**config.mk**
```make
export PLATFORM = sky130hd
export DESIGN_NAME = firmware_id_marker_scanner_unit_flat
export DESIGN_NICKNAME = d
export VERILOG_FILES = /design/src/hw/rtl/fmsc_pkg.sv /design/src/hw/rtl/fmsc_in_if.sv /design/src/hw/rtl/fmsc_out_if.sv /design/src/hw/rtl/fmsc_result_buffer.sv /design/src/hw/rtl/firmware_id_marker_scanner_unit.sv /design/src/flat_wrapper.sv
export SDC_FILE = /design/constraint.sdc
export NUM_CORES = 1
export LEC_CHECK = 0
export BUFFER_PORTS_ARGS = -buffer_cell sky130_fd_sc_hd__buf_2
export CAP_MARGIN = 30
export CELL_PAD_IN_SITES_DETAIL_PLACEMENT = 1
export CELL_PAD_IN_SITES_GLOBAL_PLACEMENT = 1
export CORE_MARGIN = 5
export CORE_UTILIZATION = 50
export DETAILED_ROUTE_END_ITERATION = 7
export GPL_ROUTABILITY_DRIVEN = 1
export PLACE_DENSITY_LB_ADDON = 0.1
export SLEW_MARGIN = 25
export SYNTH_ARGS = -nofsm -noshare
export SYNTH_HDL_FRONTEND = slang
export SYNTH_SLANG_ARGS = --single-unit
```
**constraint.sdc**
```tcl
create_clock -name clk -period 3.83 [get_ports clk]
set_clock_uncertainty 0.2 [all_clocks]
set_input_delay 1.149 -clock clk [delete_from_list [all_inputs] [get_ports clk]]
set_output_delay 1.149 -clock clk [all_outputs]
set_load 0.01 [all_outputs]
```
**src/hw/rtl/fmsc_pkg.sv**
```systemverilog
// Shared types and constants for the firmware identity marker scanner.
// No dependencies; every other file of the block imports this package.
package fmsc_pkg;

  // Fixed field widths of the byte and result channels
  localparam int BYTE_W        = 8;
  localparam int VER_LEN_W     = 5;
  localparam int PREFIX_W      = 64;
  localparam int PREFIX_LEN_W  = 4;
  localparam int PREFIX_MAX    = 8;

  // Configuration port
  localparam int CFG_IDX_W  = 1;
  localparam int CFG_DATA_W = PREFIX_W;

  typedef enum logic [CFG_IDX_W-1:0] {
    REG_PREFIX_BYTES  = 1'b0,
    REG_PREFIX_LENGTH = 1'b1
  } cfg_reg_t;

  // Input function codes
  localparam logic FUNC_FEED  = 1'b0;
  localparam logic FUNC_CLEAR = 1'b1;

  // Characters of the marker syntax
  localparam logic [BYTE_W-1:0] CH_BAR  = 8'h7C;
  localparam logic [BYTE_W-1:0] CH_DOT  = 8'h2E;
  localparam logic [BYTE_W-1:0] CH_ZERO = 8'h30;
  localparam logic [BYTE_W-1:0] CH_NINE = 8'h39;

  typedef struct packed {
    logic                 found;
    logic                 char_valid;
    logic [BYTE_W-1:0]    version_char;
    logic [VER_LEN_W-1:0] version_length;
    logic                 last;
  } result_t;

  // Handshake between the scanner core and the result buffer
  typedef struct packed {
    logic    push;
    result_t data;
  } res_push_t;

endpackage

```
**src/hw/rtl/fmsc_in_if.sv**
```systemverilog
// Byte channel of the marker scanner: valid/ready plus function and byte.
// Depends on fmsc_pkg.
interface fmsc_in_if
  import fmsc_pkg::*;
  ();
  logic              valid;
  logic              ready;
  logic              func;
  logic [BYTE_W-1:0] byte_value;

  modport source (output valid, output func, output byte_value, input ready);
  modport sink   (input valid, input func, input byte_value, output ready);
endinterface

```
**src/hw/rtl/fmsc_out_if.sv**
```systemverilog
// Result channel of the marker scanner: valid/ready plus the result fields.
// Depends on fmsc_pkg.
interface fmsc_out_if
  import fmsc_pkg::*;
  ();
  logic                 valid;
  logic                 ready;
  logic                 found;
  logic                 char_valid;
  logic [BYTE_W-1:0]    version_char;
  logic [VER_LEN_W-1:0] version_length;
  logic                 last;

  modport source (output valid, output found, output char_valid, output version_char,
                  output version_length, output last, input ready);
  modport sink   (input valid, input found, input char_valid, input version_char,
                  input version_length, input last, output ready);
endinterface

```
**src/hw/rtl/fmsc_result_buffer.sv**
```systemverilog
// Output register with a skid stage for the scanner's result channel.
// Depends on fmsc_pkg and fmsc_out_if.
module fmsc_result_buffer
  import fmsc_pkg::*;
(
  input  logic              clk,
  input  logic              rst,
  input  res_push_t         push_in,
  output logic              space,
  fmsc_out_if.source        result_out
);

  logic    out_valid;
  result_t out_data;
  logic    skid_valid;
  result_t skid_data;

  assign space = !skid_valid;

  always_ff @(posedge clk) begin
    if (rst) begin
      out_valid  <= 1'b0;
      skid_valid <= 1'b0;
    end else if (result_out.ready || !out_valid) begin
      if (skid_valid) begin
        out_valid  <= 1'b1;
        skid_valid <= 1'b0;
      end else begin
        out_valid <= push_in.push;
      end
    end else if (push_in.push) begin
      skid_valid <= 1'b1;
    end
  end

  always_ff @(posedge clk) begin
    if (result_out.ready || !out_valid) begin
      if (skid_valid) begin
        out_data <= skid_data;
      end else if (push_in.push) begin
        out_data <= push_in.data;
      end
    end else if (push_in.push) begin
      skid_data <= push_in.data;
    end
  end

  assign result_out.valid          = out_valid;
  assign result_out.found          = out_data.found;
  assign result_out.char_valid     = out_data.char_valid;
  assign result_out.version_char   = out_data.version_char;
  assign result_out.version_length = out_data.version_length;
  assign result_out.last           = out_data.last;

  a_skid_needs_out: assert property (@(posedge clk) disable iff (rst)
    skid_valid |-> out_valid)
    else $error("skid entry held without an output entry");

  a_push_with_space: assert property (@(posedge clk) disable iff (rst)
    push_in.push |-> space)
    else $error("result pushed into a full buffer");

  a_skid_drains: assert property (@(posedge clk) disable iff (rst)
    (skid_valid && result_out.ready) |=> (out_valid && !skid_valid))
    else $error("skid entry not moved to output register");

endmodule

```
**src/hw/rtl/firmware_id_marker_scanner_unit.sv**
```systemverilog
// Firmware identity marker scanner, top level.
// Depends on fmsc_pkg, fmsc_in_if, fmsc_out_if and fmsc_result_buffer.
//
// Usage:
//   byte_in carries one transaction per stream byte (func = feed) or a clear
//   command (func = clear). result_out carries the results: one status
//   transaction per input, or, for the '|' that closes a valid marker, one
//   transaction per captured version character with last on the final one.
//   Configuration (prefix_bytes, prefix_length, where 0 acts as 1) uses cfg_we,
//   cfg_index, cfg_data; the user must write it only while the block is idle, which the block does not enforce.
// Flow:
//   A status result is registered in the output register, or in the skid entry
//   when result_out stalls. Ordinary bytes are taken one per cycle while the skid
//   entry is free. After the closing byte of a marker, byte_in is held until the
//   burst is done: it reads the version store one entry per cycle while result_out has space (single read port).
// Reset:
//   rst (synchronous) empties the result buffer, clears the match and
//   version counters and the found flag, and sets prefix_bytes to 0 and
//   prefix_length to 1. The version store is not cleared.
// Stalls:
//   An output register plus one skid entry sit on result_out; byte_in drops
//   ready only when the skid entry is in use or a burst is running.
module firmware_id_marker_scanner_unit
  import fmsc_pkg::*;
#(
  parameter int VERSION_MAX = 23
)(
  input  logic                  clk,
  input  logic                  rst,
  input  logic                  cfg_we,
  input  logic [CFG_IDX_W-1:0]  cfg_index,
  input  logic [CFG_DATA_W-1:0] cfg_data,
  fmsc_in_if.sink               byte_in,
  fmsc_out_if.source            result_out
);

  localparam int VW = $clog2(VERSION_MAX + 1);
  localparam int AW = (VERSION_MAX > 1) ? $clog2(VERSION_MAX) : 1;

  // Configuration registers
  logic [PREFIX_W-1:0]     prefix_bytes;
  logic [PREFIX_LEN_W-1:0] prefix_length;

  // Scan state
  logic [PREFIX_LEN_W-1:0] match_count, match_count_next;
  logic [VW-1:0]           version_count, version_count_next;
  logic                    found_flag, found_flag_next;
  logic [BYTE_W-1:0]       version_store [VERSION_MAX];

  // Burst engine: read issue stage and read data stage
  logic          burst_active, burst_active_next;
  logic [VW-1:0] rd_addr;
  logic          rd_issue;
  logic          rd_last;
  logic          data_valid;
  logic [BYTE_W-1:0] data_char;
  logic          data_last;
  logic          data_push;

  logic          accept;
  logic          space;
  logic          store_we;
  logic          status_push;
  logic          burst_start;
  logic [PREFIX_LEN_W-1:0] plen;
  logic [BYTE_W-1:0] first_char;
  logic [BYTE_W-1:0] cur_char;
  logic [BYTE_W-1:0] c;
  logic          is_ver_char;
  res_push_t     push_bus;

  // Configuration writes; the index decode covers every code
  always_ff @(posedge clk) begin
    if (rst) begin
      prefix_bytes  <= '0;
      prefix_length <= PREFIX_LEN_W'(1);
    end else if (cfg_we) begin
      unique case (cfg_reg_t'(cfg_index))
        REG_PREFIX_BYTES:  prefix_bytes  <= cfg_data;
        REG_PREFIX_LENGTH: prefix_length <= cfg_data[PREFIX_LEN_W-1:0];
        default: ;
      endcase
    end
  end

  // Accept bytes unless a burst owns the result path or the skid entry is full
  assign byte_in.ready = !burst_active && !data_valid && space;
  assign accept        = byte_in.valid && byte_in.ready;
  assign c             = byte_in.byte_value;

  // Effective prefix length: zero acts as one, saturate at the maximum
  always_comb begin
    if (prefix_length == '0) begin
      plen = PREFIX_LEN_W'(1);
    end else if (prefix_length > PREFIX_LEN_W'(PREFIX_MAX)) begin
      plen = PREFIX_LEN_W'(PREFIX_MAX);
    end else begin
      plen = prefix_length;
    end
  end

  assign first_char  = prefix_bytes[BYTE_W-1:0];
  assign cur_char    = prefix_bytes[{match_count[2:0], 3'b000} +: BYTE_W];
  assign is_ver_char = ((c >= CH_ZERO) && (c <= CH_NINE)) || (c == CH_DOT);

  // Scan state update for one accepted transaction
  always_comb begin
    match_count_next   = match_count;
    version_count_next = version_count;
    found_flag_next    = found_flag;
    store_we           = 1'b0;
    burst_start        = 1'b0;
    if (accept) begin
      if (byte_in.func == FUNC_CLEAR) begin
        match_count_next   = '0;
        version_count_next = '0;
        found_flag_next    = 1'b0;
      end else if (found_flag) begin
        // marker already found: ignore the byte
      end else if (match_count < plen) begin
        if (c == cur_char) begin
          match_count_next = match_count + PREFIX_LEN_W'(1);
        end else begin
          match_count_next = (c == first_char) ? PREFIX_LEN_W'(1) : '0;
        end
        version_count_next = '0;
      end else if ((c == CH_BAR) && (version_count != '0)) begin
        found_flag_next = 1'b1;
        burst_start     = 1'b1;
      end else if (is_ver_char && (version_count < VW'(VERSION_MAX))) begin
        store_we           = 1'b1;
        version_count_next = version_count + VW'(1);
      end else begin
        // abandon the capture, restart on the first prefix byte
        match_count_next   = (c == first_char) ? PREFIX_LEN_W'(1) : '0;
        version_count_next = '0;
      end
    end
  end

  always_ff @(posedge clk) begin
    if (rst) begin
      match_count   <= '0;
      version_count <= '0;
      found_flag    <= 1'b0;
    end else begin
      match_count   <= match_count_next;
      version_count <= version_count_next;
      found_flag    <= found_flag_next;
    end
  end

  // Burst: issue one store read per cycle while the data stage can move on
  assign data_push = data_valid && space;
  assign rd_issue  = burst_active && (!data_valid || data_push);
  assign rd_last   = (rd_addr == (version_count - VW'(1)));

  always_comb begin
    burst_active_next = burst_active;
    if (burst_start) begin
      burst_active_next = 1'b1;
    end else if (rd_issue && rd_last) begin
      burst_active_next = 1'b0;
    end
  end

  always_ff @(posedge clk) begin
    if (rst) begin
      burst_active <= 1'b0;
      rd_addr      <= '0;
      data_valid   <= 1'b0;
    end else begin
      burst_active <= burst_active_next;
      if (burst_start) begin
        rd_addr <= '0;
      end else if (rd_issue) begin
        rd_addr <= rd_addr + VW'(1);
      end
      if (rd_issue) begin
        data_valid <= 1'b1;
      end else if (data_push) begin
        data_valid <= 1'b0;
      end
    end
  end

  // Version store: one write port for capture, one registered read port for the burst
  always_ff @(posedge clk) begin
    if (store_we) begin
      version_store[version_count[AW-1:0]] <= c;
    end
    if (rd_issue) begin
      data_char <= version_store[rd_addr[AW-1:0]];
      data_last <= rd_last;
    end
  end

  // Result selection: burst characters or one status transaction per input other than a marker's closing byte
  assign status_push = accept && !burst_start;

  always_comb begin
    push_bus.push = status_push || data_push;
    if (data_push) begin
      push_bus.data.found          = 1'b1;
      push_bus.data.char_valid     = 1'b1;
      push_bus.data.version_char   = data_char;
      push_bus.data.version_length = VER_LEN_W'(version_count);
      push_bus.data.last           = data_last;
    end else begin
      push_bus.data.found          = found_flag_next;
      push_bus.data.char_valid     = 1'b0;
      push_bus.data.version_char   = '0;
      push_bus.data.version_length = VER_LEN_W'(version_count_next);
      push_bus.data.last           = 1'b1;
    end
  end

  fmsc_result_buffer u_result_buffer (
    .clk        (clk),
    .rst        (rst),
    .push_in    (push_bus),
    .space      (space),
    .result_out (result_out)
  );

  a_no_accept_in_burst: assert property (@(posedge clk) disable iff (rst)
    (burst_active || data_valid) |-> !byte_in.ready)
    else $error("byte accepted while a burst is running");

  a_version_bound: assert property (@(posedge clk) disable iff (rst)
    version_count <= VW'(VERSION_MAX))
    else $error("version count beyond maximum");

  a_found_starts_burst: assert property (@(posedge clk) disable iff (rst)
    $rose(found_flag) |-> burst_active)
    else $error("marker found without a character burst");

  a_burst_keeps_count: assert property (@(posedge clk) disable iff (rst)
    burst_active |=> $stable(version_count))
    else $error("version count changed during a burst");

endmodule
```
**src/flat_wrapper.sv**
```systemverilog
// flat-port wrapper written by rule: the top's interface ports become plain ports
module firmware_id_marker_scanner_unit_flat import fmsc_pkg::*;
#(
  parameter int VERSION_MAX = 23
)
  (clk, rst, cfg_we, cfg_index, cfg_data, byte_in_valid, byte_in_func, byte_in_byte_value, byte_in_ready, result_out_valid, result_out_found, result_out_char_valid, result_out_version_char, result_out_version_length, result_out_last, result_out_ready);
  fmsc_in_if byte_in_i ();
  fmsc_out_if result_out_i ();
  input  logic clk;
  input  logic rst;
  input  logic cfg_we;
  input  logic [CFG_IDX_W-1:0] cfg_index;
  input  logic [CFG_DATA_W-1:0] cfg_data;
  input wire logic [$bits(byte_in_i.valid)-1:0] byte_in_valid;
  input wire logic [$bits(byte_in_i.func)-1:0] byte_in_func;
  input wire logic [$bits(byte_in_i.byte_value)-1:0] byte_in_byte_value;
  output wire logic [$bits(byte_in_i.ready)-1:0] byte_in_ready;
  output wire logic [$bits(result_out_i.valid)-1:0] result_out_valid;
  output wire logic [$bits(result_out_i.found)-1:0] result_out_found;
  output wire logic [$bits(result_out_i.char_valid)-1:0] result_out_char_valid;
  output wire logic [$bits(result_out_i.version_char)-1:0] result_out_version_char;
  output wire logic [$bits(result_out_i.version_length)-1:0] result_out_version_length;
  output wire logic [$bits(result_out_i.last)-1:0] result_out_last;
  input wire logic [$bits(result_out_i.ready)-1:0] result_out_ready;
  assign byte_in_i.valid = byte_in_valid;
  assign byte_in_i.func = byte_in_func;
  assign byte_in_i.byte_value = byte_in_byte_value;
  assign byte_in_ready = byte_in_i.ready;
  assign result_out_valid = result_out_i.valid;
  assign result_out_found = result_out_i.found;
  assign result_out_char_valid = result_out_i.char_valid;
  assign result_out_version_char = result_out_i.version_char;
  assign result_out_version_length = result_out_i.version_length;
  assign result_out_last = result_out_i.last;
  assign result_out_i.ready = result_out_ready;
  firmware_id_marker_scanner_unit #(.VERSION_MAX(VERSION_MAX)) u_core (.clk(clk), .rst(rst), .cfg_we(cfg_we), .cfg_index(cfg_index), .cfg_data(cfg_data), .byte_in(byte_in_i), .result_out(result_out_i));
endmodule
```
# --- Word-level counts from Yosys, hierarchy flattened ---
# Memory sizes are Yosys's and may differ from the RTL's. A register that Yosys moved wholly into a read port is not among the register bits.
# Cells that the tools add are included.
op_classes:
  n_bitwise: 2
  div_mod_pow: 0
  eq_ne: 8
  n_shift: 1
  reduce_logical: 31
  n_mux: 39
  order_cmp: 5
  mul: 0
  addsub: 4
ops:
  columns: ["op", "n"]
  rows:
  - ["$shiftx A64 B7 Y8", 1]
  - ["$mux W16", 3]
  - ["$mux W4", 8]
  - ["$mux W5", 6]
  - ["$mux W1", 22]
  - ["$eq A8 B8 Y1", 2]
  - ["$add A5 B1 Y5 const B", 2]
  - ["$logic_and A1 B1 Y1", 10]
  - ["$eq A8 B6 Y1 const B", 1]
  - ["$eq A8 B7 Y1 const B", 1]
  - ["$ge A8 B6 Y1 const B", 1]
  - ["$le A8 B6 Y1 const B", 1]
  - ["$reduce_and A2 Y1", 4]
  - ["$ne A3 B2 Y1 const B", 2]
  - ["$reduce_bool A2 Y1", 3]
  - ["$eq A5 B5 Y1", 1]
  - ["$logic_not A1 Y1", 5]
  - ["$lt A5 B5 Y1 const B", 1]
  - ["$reduce_bool A5 Y1", 1]
  - ["$sub A5 B1 Y5 const B", 1]
  - ["$add A4 B1 Y4 const B", 1]
  - ["$gt A4 B4 Y1 const B", 1]
  - ["$logic_not A4 Y1", 1]
  - ["$logic_or A1 B1 Y1", 4]
  - ["other kinds (5)", 7]
word_totals:
  mem_bits_ro: 0
  out_inout_bits: 18
  register_bits: 120
  mem_count: 1
  word_cells: 112
  latch_bits: 0
  ram_bits: 184
memory_table:
  columns: ["name", "words", "width", "rd", "rd_ports_with_merged_regs", "wr", "line", "source"]
  rows:
  - ["u_core.version_store", 23, 8, 1, 1, 1, "firmware_id_marker_scanner_unit.sv:48", "logic [BYTE_W-1:0] version_store [VERSION_MAX];"]

# --- Logic depth before layout (Yosys ltp) ---
# Gate-level depths: netlist of run 1.
logic_depth:
  ltp_word: 13
  ltp_mapped: 10

# --- By module ---
# From an unflattened synthesis of run 1, not the netlist that was laid out.
hier_totals:
  cells_unflattened: 936
  hier_area_um2: 13076.3
modules_own_cells:
  columns: ["mod", "cells_each", "area_per_inst_um2", "seq_area_each_um2", "instances"]
  rows:
  - ["firmware_id_marker_scanner_unit", 876, 11795.1, 7497.2, 1]
  - ["fmsc_result_buffer", 60, 1281.2, 1001.0, 1]

# --- Worst setup path after synthesis of run 1 ---
# Ideal clock, no wire load.
synth_path:
  path_type: "input to register"
  from: "in byte_in_byte_value[7]"
  to: "reg u_core.u_result_buffer.out_data, in the netlist u_core.u_result_buffer.result_out.char_valid, enable pin"
  slack_ns: 0.683
  path_buffers: 0
  arrival_ns: 2.557
  t_required_ns: 3.240
  setup_time_ns: 0.390
  path_stages: 6
  path_cell_list: "nand2b_1 -> a2111o_1 -> nor2_1 -> a21oi_1 -> nor3_1 -> nor2b_1"
synth_between:
  elab_chain_len: 12
synth_rtl:
  columns: ["item", "line", "source"]
  rows:
  - ["start, declared", "flat_wrapper.sv:16", "input wire logic [$bits(byte_in_i.byte_value)-1:0] byte_in_byte_value;"]
  - ["$eq A8 B7 Y1", "firmware_id_marker_scanner_unit.sv:127", "end else if ((c == CH_BAR) && (version_count != '0)) begin"]
  - ["$logic_and A1 B1 Y1", "firmware_id_marker_scanner_unit.sv:127", null]
  - ["$mux W1", "firmware_id_marker_scanner_unit.sv:127", null]
  - ["$mux W1", "firmware_id_marker_scanner_unit.sv:120", "end else if (match_count < plen) begin"]
  - ["$mux W1", "firmware_id_marker_scanner_unit.sv:118", "end else if (found_flag) begin"]
  - ["$mux W1", "firmware_id_marker_scanner_unit.sv:114", "if (byte_in.func == FUNC_CLEAR) begin"]
  - ["$mux W1", "firmware_id_marker_scanner_unit.sv:113", "if (accept) begin"]
  - ["$logic_not A1 Y1", "firmware_id_marker_scanner_unit.sv:199", "assign status_push = accept && !burst_start;"]
  - ["$logic_and A1 B1 Y1", "firmware_id_marker_scanner_unit.sv:199", null]
  - ["$logic_or A1 B1 Y1", "firmware_id_marker_scanner_unit.sv:202", "push_bus.push = status_push || data_push;"]
  - ["$reduce_bool A2 Y1 (no line)", null, null]
  - ["$reduce_and A2 Y1 (no line)", null, null]
  - ["end signal, assigned", "fmsc_result_buffer.sv:39", "out_data <= skid_data;"]
  - ["end signal, assigned", "fmsc_result_buffer.sv:41", "out_data <= push_in.data;"]
  - ["end, declared", "fmsc_result_buffer.sv:14", "result_t out_data;"]
# No other way between the ends.
# A chain may end at the register's enable or synchronous reset.

# --- Worst setup path after layout of run 1 ---
layout_path:
  from: "reg u_core.prefix_length[3]"
  to: "reg u_core.u_result_buffer.skid_data[1] in the netlist's numbering, enable pin"
layout_between:
  elab_chain_len: 12
layout_rtl:
  columns: ["item", "line", "source"]
  rows:
  - ["start, declared", "firmware_id_marker_scanner_unit.sv:42", "logic [PREFIX_LEN_W-1:0] prefix_length;"]
  - ["start signal, assigned", "firmware_id_marker_scanner_unit.sv:80", "REG_PREFIX_LENGTH: prefix_length <= cfg_data[PREFIX_LEN_W-1:0];"]
  - ["$gt A4 B4 Y1", "firmware_id_marker_scanner_unit.sv:95", "end else if (prefix_length > PREFIX_LEN_W'(PREFIX_MAX)) begin"]
  - ["$mux W4", "firmware_id_marker_scanner_unit.sv:95", null]
  - ["$mux W4 (*)", "firmware_id_marker_scanner_unit.sv:93", "if (prefix_length == '0) begin"]
  - ["$lt A4 B4 Y1 (*)", "firmware_id_marker_scanner_unit.sv:120", null]
  - ["$mux W1 (*)", "firmware_id_marker_scanner_unit.sv:120", null]
  - ["$mux W1 (*)", "firmware_id_marker_scanner_unit.sv:118", null]
  - ["$mux W1 (*)", "firmware_id_marker_scanner_unit.sv:114", null]
  - ["$mux W1 (*)", "firmware_id_marker_scanner_unit.sv:113", null]
  - ["$logic_not A1 Y1 (*)", "firmware_id_marker_scanner_unit.sv:199", null]
  - ["$logic_and A1 B1 Y1 (*)", "firmware_id_marker_scanner_unit.sv:199", null]
  - ["$logic_or A1 B1 Y1 (*)", "firmware_id_marker_scanner_unit.sv:202", null]
  - ["$reduce_and A2 Y1 (no line) (*)", null, null]
  - ["end signal, assigned", "fmsc_result_buffer.sv:44", "skid_data <= push_in.data;"]
  - ["end, declared", "fmsc_result_buffer.sv:16", "result_t skid_data;"]
# Every way passes the cells marked *; elsewhere a longest branch is shown, timed or not.

==> flow_summary.json, run 1 <==
{
  "setup-violations-final": 0,
  "cts.sink_count": 312,
  "grt_pass1_wl_mm": 50.9,
  "synth_compound_area_share_pct": 6.12,
  "fin_tns_setup_ps": 0,
  "postSynthCellCount": 926,
  "avgViaCountPerCell": 5.71,
  "hold_viol": 0,
  "hp-start": "u_core.prefix_bytes[27]",
  "ys_warn_count": 0,
  "p_leak_uw": 0.00535,
  "p_total_uw": 7230,
  "synth_top_area_share_pct": 52.2,
  "status": "complete, no violations",
  "syn_to_final_growth_pct": 17.9,
  "hp-class": "reg2reg",
  "post_synth_instance_area_um2": 12900,
  "diodes": 0,
  "path_class": "reg2reg",
  "dr.pass1.iters": 6,
  "fin_nets": 1154,
  "fin_hold_ws_ps": 253,
  "ys_seq_area_share_pct": 65.7,
  "io-pin-count": 97,
  "cts_root_buf": "clkbuf_16",
  "synth-simple-area-share_pct": 10.0,
  "p_int_uw": 5720,
  "worstRegToRegCells": 11,
  "cts_resized": 0,
  "ys_async_sr_fraction_pct": 0,
  "synthMuxAreaShare_pct": 13.6,
  "dieHeight_um": 171,
  "grt_usage_pct": 22.9,
  "synth_top_family_by_area": "multiplexers",
  "cts_hold_buf": 0,
  "synth-xor-area-share_pct": 1.63,
  "gp_congestion": 0.789,
  "core_um2": 25300,
  "timing.rr.start": "u_core.prefix_length[3]",
  "p_sw_share_pct": 20.9,
  "clockPowerShare_pct": 45.2,
  "die_area_um2": 29200,
  "max_cap_viol_count": 0,
  "via_count": 8124,
  "post_route_cells_drive_above_1_share_pct": 25.5,
  "slew_violations": 0,
  "drt_first_iter_violations": 560,
  "finalWirelength_mm": 32.9,
  "num_rows": 58,
  "r2r_slack_ps": 610,
  "first_global_vias": 8631,
  "start_util_pct": 51.1,
  "htreeDepth": 2,
  "arrival_ps": 3230,
  "synth_fa_ha_area_share_pct": 0.968,
  "p_seq_share_pct": 51.0,
  "tightest_slew_ps": 809,
  "synth_top_flop_cell": "edfxtp_1",
  "ys_ff_latch": 312,
  "synth_area_leaders": "edfxtp_1, dfxtp_1, mux4_2",
  "syn-num-nets": 1015,
  "clk_latency_ps": 520,
  "cp-startpoint": "u_core.prefix_length[3]",
  "rsz0062_at_grt": "no",
  "syn_area_per_cell_um2": 14.0,
  "period_needed_ps": 3220,
  "r2r-end": "u_core.u_result_buffer.skid_data[1]",
  "ir_worst_vdd_mv": 0.342,
  "grt_max_degree": 69,
  "synth_most_common_cell": "edfxtp_1",
  "wl_per_cell_um": 23.1,
  "critPathCaptureType": "register",
  "p_comb_share_pct": 3.8,
  "antenna_found_initial": 1,
  "fmax_ghz": 0.311,
  "synth_cell_types": 52,
  "die_w_um": 171,
  "cts_tree": "yes",
  "ys_top_cells_by_count": "edfxtp_1, nand2_1, dfxtp_1",
  "clockBufferDepth": 3,
  "holdPathEnd": "u_core.prefix_bytes[27]",
  "post_cts_buffers": 0,
  "startpoint_type": "register",
  "cts_inserted_buffers": 35,
  "crit_fanout": 9,
  "holdPathStages": 2,
  "port_buffers": 96,
  "grt_remaining_overflow": 0,
  "synth_top_cell_by_area": "edfxtp_1",
  "min_period_over_period_pct": 84.1,
  "max_slew_margin_pct": 46.0,
  "synth-edff-count": 225,
  "drc": 0,
  "clkSlewWorstSetupHoldPaths_ps": 60,
  "final_antenna_net_count": 0,
  "place_hpwl_mm": 22.4,
  "power_density_nw_per_um2": 474,
  "switchingPower_uw": 1510,
  "required_ps": 3840
}
placed cells by master (no fill, tap or decap), types with 6 or more instances in the layout:
master | Yosys | routed
buf_2 | 10 | 96
nand3b_1 | 7 | 7
o21ai_0 | 16 | 16
buf_4 | 1 | 56
xor2_1 | 19 | 19
clkbuf_1 | 34 | 8
nor2_1 | 55 | 55
a21oi_1 | 86 | 86
ha_1 | 10 | 10
mux2_2 | 6 | 6
dfxtp_1 | 87 | 85
clkbuf_16 | 0 | 36
a21o_1 | 11 | 11
nand2b_1 | 10 | 9
mux4_2 | 56 | 56
nand2_1 | 159 | 159
edfxtp_1 | 225 | 225
nor3_1 | 10 | 10
and2_1 | 9 | 9
inv_1 | 6 | 6
nand3_1 | 9 | 9
mux2i_1 | 27 | 27
clkinv_1 | 0 | 7
mux4_1 | 6 | 6
nor2b_1 | 12 | 11
power groups by stage:
stage / combinational (uW) / clock (uW) / sequential [uW]
5_1_grt: 302 / 3490 / 3680
2_1_floorplan: 122 / 0 / 3750
3_5_place_dp: 276 / 0 / 3750
3_3_place_gp: 268 / 0 / 3750
6_report: 275 / 3270 / 3680
4_1_cts: 278 / 3340 / 3680
flip-flops by register name, indices dropped and copies added, names as in the netlist:
signal                                            count
u_core.found_flag                                     1
u_core.rd_addr                                        5
u_core.u_result_buffer.result_out.version_length      5
u_core.version_store                                184
u_core.prefix_length                                  4
u_core.u_result_buffer.result_out.found               1
u_core.data_char                                      8
u_core.match_count                                    4
u_core.u_result_buffer.result_out.char_valid          1
u_core.data_valid                                     1
u_core.u_result_buffer.result_out.last                1
u_core.burst_active                                   1
u_core.version_count                                  5
u_core.u_result_buffer.result_out.version_char        8
u_core.u_result_buffer.result_out.valid               1
u_core.data_last                                      1
u_core.prefix_bytes                                  64
u_core.u_result_buffer.skid_valid                     1
u_core.u_result_buffer.skid_data                     16
kinds of logic (layout without fill, tap and decap cells):
kind of cell	Yosys count	in the layout
muxes	95	95
xor gates and xnor gates	24	24
DFF	312	312
buffers and inverters	60	226
and+or+nand+nor	290	290
AOI/OAI and AO/OA	135	135
adders and majority gates	10	10
layer usage:
layer	GRT usage, %	routed length (um)
met5	0	13
met4	4.75	515
met3	3.35	1720
met2	38.8	16600
met1	32.2	14100
metrics by stage:
step	cell area [um^2]	util [%]	setup WS, ps	std cells
3_3_place_gp	14100	55.7	306	1358
2_1_floorplan	12900	-	683	926
3_5_place_dp	14100	55.7	243	1358
4_1_cts	15200	60.2	570	1422
5_1_grt	15200	60.2	366	1422
6_report	15200	60.2	610	1422
worst max-delay path, stage by stage, from the launching register on:
cell	delay, ps
dfxtp_1	330
inv_1	100
nand2_1	60
ha_1	210
nor4_1	220
o21ai_0	150
a31oi_2	390
nor2_1	140
a21oi_1	220
nor2_1	70
nor2_1	550
buf_4	290
how the worst max path moves through the flow:
stage	endpoint	cells after the start	slack, ps
detailed placement	register	8	240
global placement	register	8	310
finish	u_core.u_result_buffer.skid_data[1]	11	610
floorplan	u_core.u_result_buffer.result_out.char_valid	6	680
global route	u_core.u_result_buffer.skid_data[10]	11	370
CTS	u_core.u_result_buffer.skid_data[1]	11	570
area by class of cell:
cell class / count / area (um^2)
Multi-Input combinational cell: 554 / 4190
Inverter: 6 / 22.5
Tap cell: 330 / 413
Sequential cell: 312 / 8500
Fill cell: 2488 / 10100
Clock inverter: 15 / 136
Timing Repair Buffer: 156 / 981
Clock buffer: 49 / 1000
Note: power is estimated with default switching activity, not from simulation.
==> inputs of run 2 (changes only) <==
==> constraint.sdc (replaced) <==
create_clock -name clk -period 3 [get_ports clk]
set_clock_uncertainty 0.2 [all_clocks]
set_input_delay 0.9 -clock clk [delete_from_list [all_inputs] [get_ports clk]]
set_output_delay 0.9 -clock clk [all_outputs]
set_load 0.01 [all_outputs]
==> run 2 against run 1 <==
  * Register-to-register slack worse by 390 ps
  * Global-route usage up 0.34 points
  * Largest cell class unchanged
  * Cell count up 1.4%
  * Die area unchanged
  * Clock-buffer cell count down 6
  * Critical endpoint is now u_core.u_result_buffer.result_out.version_char[7]
  * Flip-flop and latch count unchanged
==> flow_summary.json, run 2 (same netlist as run 1, synthesis figures left out) <==
{
  "status": "complete, no violations",
  "drt_first_iter_violations": 679,
  "worstPathCellList": "inv_1, nand2_1, ha_1, nor4_1, o21ai_0, a31oi_2, buf_4, nor2_1, a21oi_1, nor3_1, nor2b_1, buf_12",
  "max_slew_margin_pct": 58.6,
  "start_util_pct": 51.1,
  "place_hpwl_mm": 22.9,
  "drc": 0,
  "seqCellArea_um2": 8500,
  "max_cap_viol_count": 0,
  "period_needed_ps": 2780,
  "required_ps": 3020,
  "fin_hold_ws_ps": 255,
  "cts.sink_count": 312,
  "core_um2": 25300,
  "critPathCaptureType": "register",
  "io-pin-count": 97,
  "path_class": "reg2reg",
  "num_rows": 58,
  "num-fill-cells": 2465,
  "dr.pass1.iters": 5,
  "rsz0062_at_grt": "no",
  "power_density_nw_per_um2": 601,
  "avgViaCountPerCell": 5.66,
  "cts_hold_buf": 0,
  "final_antenna_net_count": 0,
  "cts_root_buf": "clkbuf_16",
  "diodes": 0,
  "post_dp_cell_area_um2": 14300,
  "setup-violations-final": 0,
  "cp_top_family": "simple AND/OR/NAND/NOR gates",
  "gp_congestion": 0.808,
  "clkSlewWorstSetupHoldPaths_ps": 60,
  "startpoint_type": "register",
  "multi_input_area_um2": 4190,
  "first_global_vias": 8793,
  "via_count": 8160,
  "clk_latency_ps": 520,
  "final_cell_mix": "edfxtp_1, nand2_1, buf_2, a21oi_1, dfxtp_1",
  "fin_nets": 1175,
  "syn_to_final_growth_pct": 19.5,
  "hp-class": "reg2reg",
  "die_w_um": 171,
  "post_cts_buffers": 0,
  "arrival_ps": 2800,
  "cts_resized": 0,
  "wl_per_cell_um": 23.1,
  "fin_area_um2": 15500,
  "fmax_ghz": 0.359,
  "post_route_cells_drive_above_1_share_pct": 27.4,
  "dp_cells": 1380,
  "finalWirelength_mm": 33.3,
  "instances_no_fill": 1442,
  "largest_reg_flops": 184,
  "port_buffers": 96,
  "cts_inserted_buffers": 34,
  "slowest_delay_ps": 330,
  "tightest_slew_ps": 620,
  "cp.buffers_inverters": 3,
  "htreeDepth": 2,
  "p_leak_uw": 0.00549,
  "fin_tns_setup_ps": 0,
  "dieHeight_um": 171,
  "slowest_stage": "dfxtp_1",
  "cts_tree": "yes",
  "mostFrequentLayoutCell": "edfxtp_1",
  "hold_viol": 0,
  "antenna_found_initial": 1,
  "grt_pass1_wl_mm": 51.5,
  "die_area_um2": 29200,
  "slew_violations": 0,
  "grt_remaining_overflow": 0,
  "ir_worst_vdd_mv": 0.471,
  "clockBufferDepth": 3,
  "crit_fanout": 14,
  "grt_max_degree": 76,
  "grt_usage_pct": 23.3,
  "min_period_over_period_pct": 92.7
}
-- run 2: changes by cell type in the layout (fill, tap and decap cells not counted), sizes merged --
cell      previous run  this run
buf                156       178
clkbuf              49        43
clkinv               9        13
clkinvlp             3         0
bufinv               2         4
inv                  7         8
-- run 2: worst register-to-register path, delay by kind of cell (launching register included) --
family          cells  cell delay, ps
compound gates      3             590
fa+ha+maj           1             200
flops               1             330
buf+inv             3             470
simple gates        5             710
-- run 2: final timing paths --
kind                      startpoint                                                 to  slack [ps]  cells past startpoint
min          u_core.prefix_bytes[36]                            u_core.prefix_bytes[36]         260                      2
max          u_core.prefix_length[3]  u_core.u_result_buffer.result_out.version_char[7]         220                     12
max reg2reg  u_core.prefix_length[3]  u_core.u_result_buffer.result_out.version_char[7]         220                     12
min reg2reg  u_core.prefix_bytes[36]                            u_core.prefix_bytes[36]         260                      2
-- run 2: layer usage --
metal	global-route usage (%)	share of wire [%]
met5	0	0.039
met4	4.82	1.5
met3	3.49	4.6
met2	40.5	51
met1	31.5	43
-- run 2: power breakdown --
part	leakage (uW)	switching (uW)	internal [uW]
logic	0.00218	228	144
clock network	0.000564	1670	2540
registers	0.00275	31.6	4670
-- run 2: cell type report --
| class | instances | share of cell area [%] |
|---|---|---|
| inverter | 6 | 0.146 |
| clock buffer | 43 | 5.98 |
| timing repair buffer | 178 | 7.74 |
| clock inverter | 19 | 1.35 |
| sequential | 312 | 55.0 |
| multi-input combinational | 554 | 27.1 |
| tap | 330 | 2.67 |
-- run 2: through the flow --
| stage | worst slack (ps) | utilization (%) | power, uW |
|---|---|---|---|
| 2_1_floorplan | 19.2 | - | 4950 |
| 3_3_place_gp | -209 | 56.5 | 5150 |
| 3_5_place_dp | -255 | 56.5 | 5170 |
| 4_1_cts | 182 | 61.0 | 9360 |
| 5_1_grt | 3.49 | 61.0 | 9630 |
| 6_report | 218 | 61.0 | 9280 |
==> inputs of run 3 (changes only) <==
--- a/config.mk
+++ b/config.mk
@@ -13,6 +13,7 @@
 export CORE_UTILIZATION = 50
 export DETAILED_ROUTE_END_ITERATION = 7
 export GPL_ROUTABILITY_DRIVEN = 1
+export GPL_TIMING_DRIVEN = 0
 export PLACE_DENSITY_LB_ADDON = 0.1
 export SLEW_MARGIN = 25
 export SYNTH_ARGS = -nofsm -noshare
==> run 3 against run 2 <==
  * First-iteration DRC count fell by 9.1%
  * Non-clock buffer count fell by 22
  * Wire length rose by 1.3%
  * Power fell by 2.5%
  * Worst setup slack got worse by 110 ps
  * Via count rose by 0.22%
  * Sequential power barely moved
  * Cell area fell by 1.2%
  * Combinational power fell by 3%
==> flow_summary.json, run 3 (same netlist as run 1, synthesis figures left out) <==
{
  "post_dp_cell_area_um2": 13800,
  "grt_remaining_overflow": 0,
  "cts_inserted_buffers": 34,
  "fin_util_pct": 60.3,
  "port_buffers": 96,
  "cts_root_buf": "clkbuf_16",
  "core_um2": 25300,
  "clockBufferDepth": 3,
  "hold_viol": 0,
  "max_slew_margin_pct": 47.6,
  "setup-violations-final": 0,
  "syn_to_final_growth_pct": 18.1,
  "path_class": "in2reg",
  "finalWirelength_mm": 33.7,
  "avgViaCountPerCell": 5.76,
  "fin_tns_setup_ps": 0,
  "grt_max_degree": 29,
  "cts.sink_count": 312,
  "cp_common_cell": "mux2_2",
  "cts_tree": "yes",
  "power_density_nw_per_um2": 593,
  "instances_no_fill": 1419,
  "fin_area_um2": 15300,
  "slowest_stage": "a2111o_1",
  "min_period_over_period_pct": 96.4,
  "via_count": 8178,
  "final_cell_mix": "edfxtp_1, nand2_1, buf_2, dfxtp_1, a21oi_1",
  "dr.pass1.iters": 4,
  "grt_pass1_wl_mm": 51.4,
  "drc": 0,
  "fmax_ghz": 0.346,
  "startpoint_type": "input port",
  "crit_fanout": 28,
  "first_global_vias": 8645,
  "status": "complete, no violations",
  "io-pin-count": 97,
  "dp_cells": 1352,
  "drt_first_iter_violations": 617,
  "fin_nets": 1153,
  "slowest_delay_ps": 460,
  "max_cap_viol_count": 0,
  "final_antenna_net_count": 0,
  "grt_usage_pct": 23.3,
  "mostFrequentLayoutCell": "edfxtp_1",
  "dieHeight_um": 171,
  "critPathCaptureType": "register",
  "worstPathCellList": "buf_4, nand3b_1, a2111o_1, nand2_1, mux2_2, a22oi_1, o21ai_1, mux2_2",
  "clkSlewWorstSetupHoldPaths_ps": 60,
  "place_hpwl_mm": 22.8,
  "required_ps": 3040,
  "largest_reg_flops": 184,
  "arrival_ps": 2940,
  "period_needed_ps": 2890,
  "start_util_pct": 51.1,
  "diodes": 0,
  "wl_per_cell_um": 23.8,
  "die_area_um2": 29200,
  "clk_latency_ps": 520,
  "hp-class": "reg2reg",
  "p_leak_uw": 0.00523,
  "antenna_found_initial": 0,
  "num_rows": 58,
  "post_route_cells_drive_above_1_share_pct": 24.6,
  "die_w_um": 171,
  "htreeDepth": 2,
  "gp_congestion": 0.820,
  "slew_violations": 0,
  "tightest_slew_ps": 786,
  "ir_worst_vdd_mv": 0.518
}
-- run 3: cell count changes in the layout (fill, tap and decap cells not counted), sizes merged --
cell | previous run | this run
buf | 178 | 122
bufinv | 4 | 2
clkbuf | 43 | 82
clkinv | 13 | 8
clkinvlp | 0 | 1
-- run 3: stage by stage --
step                total power (uW)  worst slack [ps]  hold WS, ps
finish                          9050               107          257
global route                    9390             -23.7          274
CTS                             9090              2.17          256
detailed placement              5140             -1010          248
global placement                5130              -919          239
floorplan                       4950              19.2          230
-- run 3: report_power, final --
part	total, uW	switching, uW	internal (uW)	leakage, uW
Combinational	359	231	127	0.00198
Clock	3990	1680	2310	0.000511
Sequential	4700	32.7	4670	0.00274
Total	9050	1940	7110	0.00523
-- run 3: cell type report --
type,count,area [um^2]
well taps,330,413
repair buffers,103,632
plain buffers,53,238
flip-flops and latches,312,8500
inverters,6,22.5
clock inverters,13,135
fillers,2440,10100
multi-input cells,554,4420
clock buffers,48,913
-- run 3: layer usage --
layer	global-route usage [%]	part of all wire (%)	vias to the layer above
met1	32.5	43	4155
met5	0	0	-
met2	38.7	50	237
met3	3.97	5.4	53
li1	-	-	3733
met4	5.51	2.0	0
-- run 3: critical path, delay by kind of cell --
| kind | cells | cell delay [ps] |
|---|---|---|
| AO/OA/AOI/OAI | 3 | 770 |
| AND/OR/NAND/NOR | 2 | 320 |
| multiplexers | 2 | 630 |
| buffers and inverters | 1 | 310 |
-- run 3: worst paths after layout --
check                                             start                 endpoint  cells past startpoint  slack [ps]
worst max-delay path              byte_in_byte_value[2]                 register                      8         110
worst min-delay path            u_core.prefix_bytes[40]  u_core.prefix_bytes[40]                      2         260
worst max register to register        u_core.rd_addr[0]      u_core.data_char[1]                      6         150
worst min register to register  u_core.prefix_bytes[40]  u_core.prefix_bytes[40]                      2         260
-- run 3: repair_timing --
action,CTS,global route
hold endpoints to repair,0,0
hold buffers,0,0
pin swaps,1,7
setup buffers,0,7
resized for setup,62,19
endpoints found under the setup margin,226,229
